--- src/sv/tafa_pkg.sv ---
// Shared types and constants for the tilt angle unit: controller states,
// command and status bundles, datapath widths and the CORDIC angle table.
// No dependencies.
`timescale 1ns / 1ps

package tafa_pkg;

    localparam int FIELD_W   = 16;
    localparam int YAW_W     = 48;
    localparam int PROD_W    = 33;             // gyro_z * dt_us, signed
    localparam int SQ_W      = 31;             // square of a 16-bit count
    localparam int SUM_W     = 32;             // sum of two squares
    localparam int ROOT_W    = 16;             // floor square root of SUM_W bits
    localparam int REM_W     = 18;
    localparam int NUM_W     = 17;             // numerator incl. negated -32768
    localparam int PRE_SHIFT = 20;             // CORDIC prescale 2^20
    localparam int CW        = 40;             // CORDIC x/y width
    localparam int ATAN_W    = 23;
    localparam int ZW        = 26;             // angle accumulator, 1/65536 deg
    localparam int QW        = ZW - 7;         // rounded angle, 1/256 deg
    localparam int TABLE_LEN = 24;
    localparam int CNT_W     = $clog2(TABLE_LEN);
    localparam int ANGLE_LIMIT = 23040;
    localparam int ROUND_BIAS  = 128;
    localparam int MUL_OPS     = 4;
    localparam int LANES       = 2;            // pitch, roll

    localparam int LANE_PITCH = 0;
    localparam int LANE_ROLL  = 1;

    localparam logic [1:0] MUL_SEL_AX = 2'd0;
    localparam logic [1:0] MUL_SEL_AY = 2'd1;
    localparam logic [1:0] MUL_SEL_AZ = 2'd2;
    localparam logic [1:0] MUL_SEL_GZ = 2'd3;

    typedef enum logic [2:0] {
        ST_IDLE,
        ST_MUL,
        ST_SUM,
        ST_SQRT,
        ST_CINIT,
        ST_CORDIC,
        ST_DONE
    } tafa_state_t;

    typedef struct packed {
        logic load;
        logic cnt_clr;
        logic cnt_inc;
        logic mul_en;
        logic isq_init;
        logic isq_step;
        logic cor_init;
        logic cor_step;
        logic finish;
    } tafa_cmd_t;

    typedef struct packed {
        logic mul_last;
        logic sqrt_last;
        logic cor_last;
    } tafa_status_t;

    // atan(2^-i) in degrees times 65536, rounded to nearest
    function automatic logic [ATAN_W-1:0] atan_entry(input logic [CNT_W-1:0] idx);
        logic [ATAN_W-1:0] v;
        case (idx)
            5'd0:    v = 23'd2949120;
            5'd1:    v = 23'd1740967;
            5'd2:    v = 23'd919879;
            5'd3:    v = 23'd466945;
            5'd4:    v = 23'd234379;
            5'd5:    v = 23'd117304;
            5'd6:    v = 23'd58666;
            5'd7:    v = 23'd29335;
            5'd8:    v = 23'd14668;
            5'd9:    v = 23'd7334;
            5'd10:   v = 23'd3667;
            5'd11:   v = 23'd1833;
            5'd12:   v = 23'd917;
            5'd13:   v = 23'd458;
            5'd14:   v = 23'd229;
            5'd15:   v = 23'd115;
            5'd16:   v = 23'd57;
            5'd17:   v = 23'd29;
            5'd18:   v = 23'd14;
            5'd19:   v = 23'd7;
            5'd20:   v = 23'd4;
            5'd21:   v = 23'd2;
            5'd22:   v = 23'd1;
            default: v = '0;
        endcase
        return v;
    endfunction

endpackage

--- src/sv/tafa_in_if.sv ---
// Input channel: one accelerometer/gyro sample word with valid/ready.
// Depends on tafa_pkg.
`timescale 1ns / 1ps

interface tafa_in_if
    import tafa_pkg::*;
();
    logic                       valid;
    logic                       ready;
    logic signed [FIELD_W-1:0]  accel_x;
    logic signed [FIELD_W-1:0]  accel_y;
    logic signed [FIELD_W-1:0]  accel_z;
    logic signed [FIELD_W-1:0]  gyro_z;
    logic        [FIELD_W-1:0]  dt_us;

    modport source (
        output valid, accel_x, accel_y, accel_z, gyro_z, dt_us,
        input  ready
    );

    modport sink (
        input  valid, accel_x, accel_y, accel_z, gyro_z, dt_us,
        output ready
    );
endinterface

--- src/sv/tafa_out_if.sv ---
// Output channel: one pitch/roll/yaw result word with valid/ready.
// Depends on tafa_pkg.
`timescale 1ns / 1ps

interface tafa_out_if
    import tafa_pkg::*;
();
    logic                       valid;
    logic                       ready;
    logic signed [FIELD_W-1:0]  pitch_angle;
    logic signed [FIELD_W-1:0]  roll_angle;
    logic signed [YAW_W-1:0]    yaw_sum;

    modport source (
        output valid, pitch_angle, roll_angle, yaw_sum,
        input  ready
    );

    modport sink (
        input  valid, pitch_angle, roll_angle, yaw_sum,
        output ready
    );
endinterface

--- src/sv/tafa_ctrl.sv ---
// Sequencer for the tilt angle unit: walks multiply, square root and CORDIC
// phases and owns the result valid flag. Depends on tafa_pkg.
`timescale 1ns / 1ps

module tafa_ctrl
    import tafa_pkg::*;
(
    input  logic         clk,
    input  logic         rst_n,
    input  logic         sample_valid,
    output logic         sample_ready,
    output logic         result_valid,
    input  logic         result_ready,
    input  tafa_status_t status,
    output tafa_cmd_t    cmd
);

    tafa_state_t state_reg, state_next;
    logic        out_valid_reg, out_valid_next;
    logic        slot_free;

    assign slot_free    = !out_valid_reg || result_ready;
    assign result_valid = out_valid_reg;

    always_comb
    begin
        state_next = state_reg;
        case (state_reg)
            ST_IDLE:
            begin
                if (sample_valid)
                    state_next = ST_MUL;
            end
            ST_MUL:
            begin
                if (status.mul_last)
                    state_next = ST_SUM;
            end
            ST_SUM:
                state_next = ST_SQRT;
            ST_SQRT:
            begin
                if (status.sqrt_last)
                    state_next = ST_CINIT;
            end
            ST_CINIT:
                state_next = ST_CORDIC;
            ST_CORDIC:
            begin
                if (status.cor_last)
                    state_next = ST_DONE;
            end
            ST_DONE:
            begin
                if (slot_free)
                    state_next = ST_IDLE;
            end
            default:
                state_next = ST_IDLE;
        endcase
    end

    always_comb
    begin
        cmd          = '0;
        sample_ready = 1'b0;
        case (state_reg)
            ST_IDLE:
            begin
                sample_ready = 1'b1;
                cmd.load     = sample_valid;
                cmd.cnt_clr  = 1'b1;
            end
            ST_MUL:
            begin
                cmd.mul_en  = 1'b1;
                cmd.cnt_inc = 1'b1;
            end
            ST_SUM:
            begin
                cmd.isq_init = 1'b1;
                cmd.cnt_clr  = 1'b1;
            end
            ST_SQRT:
            begin
                cmd.isq_step = 1'b1;
                cmd.cnt_inc  = 1'b1;
            end
            ST_CINIT:
            begin
                cmd.cor_init = 1'b1;
                cmd.cnt_clr  = 1'b1;
            end
            ST_CORDIC:
            begin
                cmd.cor_step = 1'b1;
                cmd.cnt_inc  = 1'b1;
            end
            ST_DONE:
                cmd.finish = slot_free;
            default:
                cmd = '0;
        endcase
    end

    // set on a new result, drop once the word is taken
    always_comb
    begin
        out_valid_next = out_valid_reg;
        if (cmd.finish)
            out_valid_next = 1'b1;
        else if (result_ready)
            out_valid_next = 1'b0;
    end

    always_ff @(posedge clk or negedge rst_n)
    begin
        if (!rst_n)
        begin
            state_reg     <= ST_IDLE;
            out_valid_reg <= 1'b0;
        end
        else
        begin
            state_reg     <= state_next;
            out_valid_reg <= out_valid_next;
        end
    end

endmodule

--- src/sv/tafa_dpath.sv ---
// Datapath of the tilt angle unit: shared multiplier, two bit-serial square
// roots, two iterative CORDIC lanes and the saturating yaw sum. Uses tafa_pkg.
`timescale 1ns / 1ps

module tafa_dpath
    import tafa_pkg::*;
#(
    parameter int CORDIC_STEPS = 16
)
(
    input  logic                       clk,
    input  logic                       rst_n,
    input  tafa_cmd_t                  cmd,
    output tafa_status_t               status,
    input  logic signed [FIELD_W-1:0]  accel_x,
    input  logic signed [FIELD_W-1:0]  accel_y,
    input  logic signed [FIELD_W-1:0]  accel_z,
    input  logic signed [FIELD_W-1:0]  gyro_z,
    input  logic        [FIELD_W-1:0]  dt_us,
    output logic signed [FIELD_W-1:0]  pitch_angle,
    output logic signed [FIELD_W-1:0]  roll_angle,
    output logic signed [YAW_W-1:0]    yaw_sum
);

    localparam int STEPS = (CORDIC_STEPS > TABLE_LEN) ? TABLE_LEN : CORDIC_STEPS;

    // sample hold
    logic signed [FIELD_W-1:0] ax_reg, ay_reg, az_reg, gz_reg;
    logic        [FIELD_W-1:0] dt_reg;
    logic        [CNT_W-1:0]   cnt_reg, cnt_next;

    // products
    logic signed [FIELD_W:0]    mul_a, mul_b;
    logic signed [2*FIELD_W+1:0] mul_p;
    logic [SQ_W-1:0]            sqx_reg, sqy_reg, sqz_reg;
    logic signed [PROD_W-1:0]   prod_reg;

    // square root lanes
    logic [SUM_W-1:0]  val_reg  [LANES];
    logic [REM_W-1:0]  rem_reg  [LANES];
    logic [ROOT_W-1:0] root_reg [LANES];
    logic [SUM_W-1:0]  val_next [LANES];
    logic [REM_W-1:0]  rem_next [LANES];
    logic [ROOT_W-1:0] root_next[LANES];
    logic [REM_W:0]    isq_cand [LANES];
    logic [REM_W:0]    isq_trial[LANES];
    logic [REM_W:0]    isq_diff [LANES];
    logic              isq_ge   [LANES];
    logic [SUM_W-1:0]  sum_init [LANES];

    // CORDIC lanes
    logic signed [CW-1:0]  x_reg  [LANES];
    logic signed [CW-1:0]  y_reg  [LANES];
    logic signed [ZW-1:0]  z_reg  [LANES];
    logic signed [CW-1:0]  x_next [LANES];
    logic signed [CW-1:0]  y_next [LANES];
    logic signed [ZW-1:0]  z_next [LANES];
    logic signed [CW-1:0]  xs     [LANES];
    logic signed [CW-1:0]  ys     [LANES];
    logic signed [ZW-1:0]  step_angle;
    logic signed [NUM_W-1:0] num  [LANES];

    // result forming
    logic signed [ZW:0]          zsum  [LANES];
    logic signed [QW-1:0]        zq    [LANES];
    logic signed [FIELD_W-1:0]   angle [LANES];
    logic                        all_zero;
    logic signed [YAW_W:0]       yaw_add;
    logic signed [YAW_W-1:0]     yaw_sat;
    logic signed [YAW_W-1:0]     yaw_reg;
    logic signed [FIELD_W-1:0]   pitch_reg, roll_reg;

    assign status.mul_last  = (cnt_reg == CNT_W'(MUL_OPS - 1));
    assign status.sqrt_last = (cnt_reg == CNT_W'(ROOT_W - 1));
    assign status.cor_last  = (cnt_reg == CNT_W'(STEPS - 1));

    always_comb
    begin
        cnt_next = cnt_reg;
        if (cmd.cnt_clr)
            cnt_next = '0;
        else if (cmd.cnt_inc)
            cnt_next = cnt_reg + 1'b1;
    end

    // one shared multiplier, operand pair picked by the phase counter
    always_comb
    begin
        case (cnt_reg[1:0])
            MUL_SEL_AX:
            begin
                mul_a = {ax_reg[FIELD_W-1], ax_reg};
                mul_b = {ax_reg[FIELD_W-1], ax_reg};
            end
            MUL_SEL_AY:
            begin
                mul_a = {ay_reg[FIELD_W-1], ay_reg};
                mul_b = {ay_reg[FIELD_W-1], ay_reg};
            end
            MUL_SEL_AZ:
            begin
                mul_a = {az_reg[FIELD_W-1], az_reg};
                mul_b = {az_reg[FIELD_W-1], az_reg};
            end
            default:
            begin
                mul_a = {gz_reg[FIELD_W-1], gz_reg};
                mul_b = signed'({1'b0, dt_reg});
            end
        endcase
    end

    assign mul_p = mul_a * mul_b;

    assign sum_init[LANE_PITCH] = {1'b0, sqx_reg} + {1'b0, sqz_reg};
    assign sum_init[LANE_ROLL]  = {1'b0, sqy_reg} + {1'b0, sqz_reg};

    // restoring square root, one result bit per cycle
    always_comb
    begin
        for (int l = 0; l < LANES; l++)
        begin
            isq_cand[l]  = {rem_reg[l][REM_W-2:0], val_reg[l][SUM_W-1 -: 2]};
            isq_trial[l] = {1'b0, root_reg[l], 2'b01};
            isq_ge[l]    = (isq_cand[l] >= isq_trial[l]);
            isq_diff[l]  = isq_cand[l] - isq_trial[l];
            rem_next[l]  = isq_ge[l] ? isq_diff[l][REM_W-1:0] : isq_cand[l][REM_W-1:0];
            root_next[l] = {root_reg[l][ROOT_W-2:0], isq_ge[l]};
            val_next[l]  = {val_reg[l][SUM_W-3:0], 2'b00};
        end
    end

    assign num[LANE_PITCH] = {ay_reg[FIELD_W-1], ay_reg};
    assign num[LANE_ROLL]  = -{ax_reg[FIELD_W-1], ax_reg};

    assign step_angle = signed'({{(ZW-ATAN_W){1'b0}}, atan_entry(cnt_reg)});

    // vectoring CORDIC: rotate towards y = 0
    always_comb
    begin
        for (int l = 0; l < LANES; l++)
        begin
            xs[l] = x_reg[l] >>> cnt_reg;
            ys[l] = y_reg[l] >>> cnt_reg;
            if (!y_reg[l][CW-1])
            begin
                x_next[l] = x_reg[l] + ys[l];
                y_next[l] = y_reg[l] - xs[l];
                z_next[l] = z_reg[l] + step_angle;
            end
            else
            begin
                x_next[l] = x_reg[l] - ys[l];
                y_next[l] = y_reg[l] + xs[l];
                z_next[l] = z_reg[l] - step_angle;
            end
        end
    end

    // both angles see zero/zero exactly when the whole triple is zero
    assign all_zero = (ax_reg == '0) && (ay_reg == '0) && (az_reg == '0);

    always_comb
    begin
        for (int l = 0; l < LANES; l++)
        begin
            zsum[l] = {z_reg[l][ZW-1], z_reg[l]} + (ZW+1)'(ROUND_BIAS);
            zq[l]   = zsum[l][ZW:8];
            if (all_zero)
                angle[l] = '0;
            else if (zq[l] > QW'(ANGLE_LIMIT))
                angle[l] = FIELD_W'(ANGLE_LIMIT);
            else if (zq[l] < -QW'(ANGLE_LIMIT))
                angle[l] = -FIELD_W'(ANGLE_LIMIT);
            else
                angle[l] = zq[l][FIELD_W-1:0];
        end
    end

    // saturate on signed overflow of the 48-bit sum
    assign yaw_add = {yaw_reg[YAW_W-1], yaw_reg}
                   + {{(YAW_W+1-PROD_W){prod_reg[PROD_W-1]}}, prod_reg};

    always_comb
    begin
        if (yaw_add[YAW_W] != yaw_add[YAW_W-1])
            yaw_sat = yaw_add[YAW_W] ? {1'b1, {(YAW_W-1){1'b0}}}
                                     : {1'b0, {(YAW_W-1){1'b1}}};
        else
            yaw_sat = yaw_add[YAW_W-1:0];
    end

    always_ff @(posedge clk or negedge rst_n)
    begin
        if (!rst_n)
        begin
            cnt_reg <= '0;
            yaw_reg <= '0;
        end
        else
        begin
            cnt_reg <= cnt_next;
            if (cmd.finish)
                yaw_reg <= yaw_sat;
        end
    end

    always_ff @(posedge clk)
    begin
        if (cmd.load)
        begin
            ax_reg <= accel_x;
            ay_reg <= accel_y;
            az_reg <= accel_z;
            gz_reg <= gyro_z;
            dt_reg <= dt_us;
        end

        if (cmd.mul_en)
        begin
            case (cnt_reg[1:0])
                MUL_SEL_AX: sqx_reg  <= mul_p[SQ_W-1:0];
                MUL_SEL_AY: sqy_reg  <= mul_p[SQ_W-1:0];
                MUL_SEL_AZ: sqz_reg  <= mul_p[SQ_W-1:0];
                default:    prod_reg <= mul_p[PROD_W-1:0];
            endcase
        end

        for (int l = 0; l < LANES; l++)
        begin
            if (cmd.isq_init)
            begin
                val_reg[l]  <= sum_init[l];
                rem_reg[l]  <= '0;
                root_reg[l] <= '0;
            end
            else if (cmd.isq_step)
            begin
                val_reg[l]  <= val_next[l];
                rem_reg[l]  <= rem_next[l];
                root_reg[l] <= root_next[l];
            end

            if (cmd.cor_init)
            begin
                x_reg[l] <= signed'({{(CW-ROOT_W-PRE_SHIFT){1'b0}}, root_reg[l],
                                     {PRE_SHIFT{1'b0}}});
                y_reg[l] <= {{(CW-NUM_W-PRE_SHIFT){num[l][NUM_W-1]}}, num[l],
                             {PRE_SHIFT{1'b0}}};
                z_reg[l] <= '0;
            end
            else if (cmd.cor_step)
            begin
                x_reg[l] <= x_next[l];
                y_reg[l] <= y_next[l];
                z_reg[l] <= z_next[l];
            end
        end

        if (cmd.finish)
        begin
            pitch_reg <= angle[LANE_PITCH];
            roll_reg  <= angle[LANE_ROLL];
        end
    end

    assign pitch_angle = pitch_reg;
    assign roll_angle  = roll_reg;
    assign yaw_sum     = yaw_reg;

endmodule

--- src/sv/tilt_angles_from_accel_unit.sv ---
// Tilt angles (pitch, roll) from a raw accelerometer triple plus a saturating yaw sum.
// Each sample word passes multiply, sum, square root, CORDIC load, rotate and finish.
// A new word is taken only when the sequencer is idle again, so the pace is set by the
// square root and CORDIC loops. A waiting result does not block taking the next sample,
// but that sample's result is held in the finish phase until the waiting one is taken.
// Reset (rst_n low, asynchronous) clears the sequencer, the result valid and the yaw sum.
`timescale 1ns / 1ps

module tilt_angles_from_accel_unit
    import tafa_pkg::*;
#(
    parameter int CORDIC_STEPS = 16
)
(
    input  logic        clk,
    input  logic        rst_n,
    tafa_in_if.sink     sample,
    tafa_out_if.source  result
);

    tafa_cmd_t    cmd;
    tafa_status_t status;

    tafa_ctrl u_ctrl (
        .clk          (clk),
        .rst_n        (rst_n),
        .sample_valid (sample.valid),
        .sample_ready (sample.ready),
        .result_valid (result.valid),
        .result_ready (result.ready),
        .status       (status),
        .cmd          (cmd)
    );

    tafa_dpath #(
        .CORDIC_STEPS (CORDIC_STEPS)
    ) u_dpath (
        .clk         (clk),
        .rst_n       (rst_n),
        .cmd         (cmd),
        .status      (status),
        .accel_x     (sample.accel_x),
        .accel_y     (sample.accel_y),
        .accel_z     (sample.accel_z),
        .gyro_z      (sample.gyro_z),
        .dt_us       (sample.dt_us),
        .pitch_angle (result.pitch_angle),
        .roll_angle  (result.roll_angle),
        .yaw_sum     (result.yaw_sum)
    );

endmodule
--- src/flat_wrapper.sv ---
// flat-port wrapper written by rule: the top's interface ports become plain ports
module tilt_angles_from_accel_unit_flat import tafa_pkg::*;
#(
    parameter int CORDIC_STEPS = 16
)
  (clk, rst_n, sample_valid, sample_accel_x, sample_accel_y, sample_accel_z, sample_gyro_z, sample_dt_us, sample_ready, result_valid, result_pitch_angle, result_roll_angle, result_yaw_sum, result_ready);
  tafa_in_if sample_i ();
  tafa_out_if result_i ();
  input  logic clk;
  input  logic rst_n;
  input wire logic [$bits(sample_i.valid)-1:0] sample_valid;
  input wire logic [$bits(sample_i.accel_x)-1:0] sample_accel_x;
  input wire logic [$bits(sample_i.accel_y)-1:0] sample_accel_y;
  input wire logic [$bits(sample_i.accel_z)-1:0] sample_accel_z;
  input wire logic [$bits(sample_i.gyro_z)-1:0] sample_gyro_z;
  input wire logic [$bits(sample_i.dt_us)-1:0] sample_dt_us;
  output wire logic [$bits(sample_i.ready)-1:0] sample_ready;
  output wire logic [$bits(result_i.valid)-1:0] result_valid;
  output wire logic [$bits(result_i.pitch_angle)-1:0] result_pitch_angle;
  output wire logic [$bits(result_i.roll_angle)-1:0] result_roll_angle;
  output wire logic [$bits(result_i.yaw_sum)-1:0] result_yaw_sum;
  input wire logic [$bits(result_i.ready)-1:0] result_ready;
  assign sample_i.valid = sample_valid;
  assign sample_i.accel_x = sample_accel_x;
  assign sample_i.accel_y = sample_accel_y;
  assign sample_i.accel_z = sample_accel_z;
  assign sample_i.gyro_z = sample_gyro_z;
  assign sample_i.dt_us = sample_dt_us;
  assign sample_ready = sample_i.ready;
  assign result_valid = result_i.valid;
  assign result_pitch_angle = result_i.pitch_angle;
  assign result_roll_angle = result_i.roll_angle;
  assign result_yaw_sum = result_i.yaw_sum;
  assign result_i.ready = result_ready;
  tilt_angles_from_accel_unit #(.CORDIC_STEPS(CORDIC_STEPS)) u_core (.clk(clk), .rst_n(rst_n), .sample(sample_i), .result(result_i));
endmodule
--- config.mk ---
export PLATFORM = sky130hd
export DESIGN_NAME = tilt_angles_from_accel_unit_flat
export DESIGN_NICKNAME = d
export VERILOG_FILES = /design/src/sv/tafa_pkg.sv /design/src/sv/tafa_in_if.sv /design/src/sv/tafa_out_if.sv /design/src/sv/tafa_ctrl.sv /design/src/sv/tafa_dpath.sv /design/src/sv/tilt_angles_from_accel_unit.sv /design/src/flat_wrapper.sv
export SDC_FILE = /design/constraint.sdc
export NUM_CORES = 2
export LEC_CHECK = 0
export BUFFER_PORTS_ARGS = -buffer_cell sky130_fd_sc_hd__buf_4
export CAP_MARGIN = 20
export CORE_MARGIN = 8
export CORE_UTILIZATION = 61
export CTS_CLUSTER_DIAMETER = 50
export DETAILED_ROUTE_END_ITERATION = 16
export GPL_TIMING_DRIVEN = 0
export PLACE_DENSITY = 0.78
export RECOVER_POWER = 100
export SYNTH_ARGS = -nofsm -noshare
export SYNTH_HDL_FRONTEND = slang
export SYNTH_SLANG_ARGS = --single-unit
--- constraint.sdc ---
create_clock -name clk -period 10.28 [get_ports clk]
set_clock_uncertainty 0.2 [all_clocks]
set_input_delay 1.028 -clock clk [delete_from_list [all_inputs] [get_ports clk]]
set_output_delay 1.028 -clock clk [all_outputs]
set_load 0.005 [all_outputs]
==> impl_metrics.yaml <==
outcome:
  status: "finished, violations left"
  failed_checks: "max-capacitance violations, max-slew violations, negative setup slack"
synthesis:
  synth.avg_cell_area_um2: 9.38
  seq_area_frac_synth_pct: 28.3
  mappedNetlistNets: 7910
  async_reset_ff_share_pct: 8.95
  ys_warn_count: 0
  ys.flop_type: "edfxtp_1"
  synth_area_leader_cell: "edfxtp_1"
  synthDistinctLibCells: 118
  synth_edf_count: 578
  synthDominantCellAreaShare_pct: 26.1
  syn_area_um2: 66400
  ys_ff_latch: 637
  synthCells: 7082
  synth.area.top_cells: "edfxtp_1, fa_1, ha_1, mux4_2, nor2_1"
critical_path:
  required_ns: 10.51
  cp_slowest_stage_delay_ns: 0.84
  path_cells: "clkbuf_1 -> clkbuf_1 -> clkbuf_2 -> clkbuf_1 -> clkbuf_1 -> clkbuf_2 -> clkbuf_1 -> clkbuf_2 -> clkbuf_1 -> o22ai_1 -> o21ai_0 -> o21ai_0 -> ha_1 -> and4_1 -> o2111ai_1 -> a21o_1 -> o311a_1 -> o31ai_1 -> a41oi_1 -> a2111oi_0 -> buf_1 -> o31ai_1 -> a21boi_0 -> nor3b_1"
  critPathCapture: "u_core.u_dpath.x_reg[0][38]"
  crit_path_max_fanout: 10
  r2r_setup_slack_ns: -0.03
  crit_type: "register to register"
  cp.arrival_ns: 10.54
  cp-startpoint: "u_core.u_dpath.cnt_reg[4]"
  crit_top_cell: "clkbuf_1"
  worst-r2r-cell-count: 24
  timing.rr.end: "u_core.u_dpath.x_reg[0][38]"
  cp-start-kind: "register"
  cpMaxStageDelayCell: "clkbuf_1"
  regToRegStartpoint: "u_core.u_dpath.cnt_reg[4]"
  crit_path_end_kind: "register"
floorplan:
  initial_core_util_pct: 61.3
  core_um2: 108000
  num_rows: 121
  die-area_um2: 120000
  dieHeight_um: 346
  pin_count: 166
  die_w_um: 346
clock_network:
  postCtsHoldBufs: 0
  root_buffer: "clkbuf_16"
  clkLatencyLatePin_ns: 0.76
  cts_made_buffers: 88
  clk_pin_slew_ns: 0.06
  cts_tree: "built"
  cts.sinks: 637
  cts_buffer_depth: 3
  htreeDepth: 3
global_routing:
  grt_usage_pct: 43.1
  grt_antenna_before_repair: 7
  grt-ovfl-total: 0
  grt_pass1_wl_um: 391000
  grt_max_degree: 98
  grt_pass1_vias: 60830
worst_hold_path:
  hp-start: "u_core.u_dpath.val_reg[1][0]"
  hold_path_depth: 2
  min_path_type: "register to register"
routing:
  wl_per_cell_um: 30.4
  initialDrtViolationCount: 8395
  detail_route.vias_per_cell: 7.06
  wl_um: 269000
  antenna_left: 0
  drc_errors: 0
  firstDrtPassIters: 6
  vias: 62579
sta:
  fin_crit_sh_pct: 100
  maxSlewHeadroom_pct: -285
  hold_viol: 0
  period_needed_ns: 10.31
  finalMaxSlewViolations: 644
  whs_ns: 0.258
  tns_ns: -0.0408
  timing.final.ws_setup_ns: -0.0258
  setup_violations: 2
  worstMarginPinSlew_ns: 5.77
  timing.fmax_mhz: 97.0
final_layout:
  fillers: 8307
  drive_above_1_share_pct: 10.1
  final_util_pct: 67.4
  layout_common_cells: "nor2_1, nand2_1, edfxtp_1"
  layout_commonest_cell: "nor2_1"
  syn_to_final_growth_pct: 9.97
  regArea_um2: 18800
  multiInputGateArea_um2: 44400
  nets: 8199
place:
  io_buffer_count: 165
  dpl.hpwl_um: 208000
  dp_slack_ns: -2.90
  place.gp.congestion: 1.10
run:
  cap_violations: 14
worst min path at each step:
stage / to / slack, ns
after global placement: u_core.u_dpath.val_reg[1][0] / 0.23
after detailed placement: u_core.u_dpath.val_reg[1][0] / 0.25
final: u_core.u_dpath.val_reg[1][0] / 0.26
after floorplan: u_core.u_dpath.val_reg[1][0] / 0.22
after global routing: u_core.u_dpath.az_reg[5] / 0.25
after CTS: u_core.u_dpath.yaw_sum[9] / 0.20
critical path: cells and delay by family, from the launching register on:
family          cells  cell delay, ns
flops               1            0.33
simple gates        2            0.35
compound gates     11            2.72
buf+inv            10            5.90
fa+ha+maj           1            0.51
stage by stage:
| stage | instance area [um2] | cells |
|---|---|---|
| final | 73000 | 8870 |
| after global routing | 73000 | 8860 |
| after CTS | 73200 | 8852 |
| after detailed placement | 69800 | 8684 |
| after global placement | 69400 | 8661 |
| after floorplan | 66400 | 7082 |
Yosys cell counts, types with 20 or more instances:
| master | number |
|---|---|
| o211ai_1 | 30 |
| a31oi_1 | 89 |
| and4_1 | 20 |
| a21oi_1 | 471 |
| mux2i_1 | 158 |
| mux4_1 | 34 |
| and3_1 | 74 |
| edfxtp_1 | 578 |
| nor2b_1 | 64 |
| a22oi_1 | 31 |
| fa_1 | 291 |
| nand2b_1 | 91 |
| a21boi_0 | 21 |
| clkbuf_1 | 202 |
| a211oi_1 | 60 |
| inv_1 | 497 |
| a22o_1 | 23 |
| xnor2_1 | 267 |
| nand4_1 | 50 |
| o22ai_1 | 50 |
| mux4_2 | 135 |
| buf_1 | 41 |
| and2_1 | 61 |
| mux2_2 | 64 |
| nor2_1 | 768 |
| or2_2 | 37 |
| nand3_1 | 116 |
| nor3_1 | 128 |
| ha_1 | 453 |
| nand2_1 | 607 |
| xor2_1 | 232 |
| o21bai_1 | 56 |
| o21ai_0 | 393 |
| or3_1 | 30 |
| nor4_1 | 28 |
| a221oi_1 | 27 |
| o21a_1 | 85 |
| a21o_1 | 204 |
| buf_2 | 40 |
| dfrtp_1 | 57 |
| o31ai_1 | 38 |
kinds of logic after synthesis:
| group | Yosys count | synth area share (%) |
|---|---|---|
| AO/OA/AOI/OAI | 1809 | 17.6 |
| XOR/XNOR | 500 | 6.62 |
| adder cells (fa/ha/maj) | 762 | 17.6 |
| buffers and inverters | 820 | 5.20 |
| flip-flops | 637 | 28.3 |
| multiplexers | 395 | 9.49 |
| other | 1 | 0.00565 |
| AND/OR/NAND/NOR | 2158 | 15.2 |
timing repair:
action | CTS | global route
resized for setup | 69 | 47
setup buffers | 9 | 8
pin swaps | 5 | 4
endpoints found under the setup margin | 83 | 58
layout make-up:
| type | count | area share (%) |
|---|---|---|
| multi-input combinational | 5625 | 60.7 |
| sequential | 637 | 25.8 |
| clock buffer | 95 | 3.05 |
| inverter | 500 | 2.58 |
| tap | 1414 | 2.42 |
| buffer | 311 | 2.19 |
| timing repair buffer | 208 | 1.95 |
| clock inverter | 70 | 1.25 |
| antenna | 10 | 0.0343 |
layer usage:
metal | up-vias | share of wire (%) | GRT usage [%]
li1 | 26387 | - | -
met5 | - | 0.019 | 0
met3 | 1196 | 12 | 11.8
met1 | 30262 | 36 | 52.0
met4 | 6 | 8.8 | 30.0
met2 | 4728 | 44 | 66.9
Power is left out: the tool's default activity adds up to more than one toggle a clock period on the data nets, which glitch-free logic cannot reach.
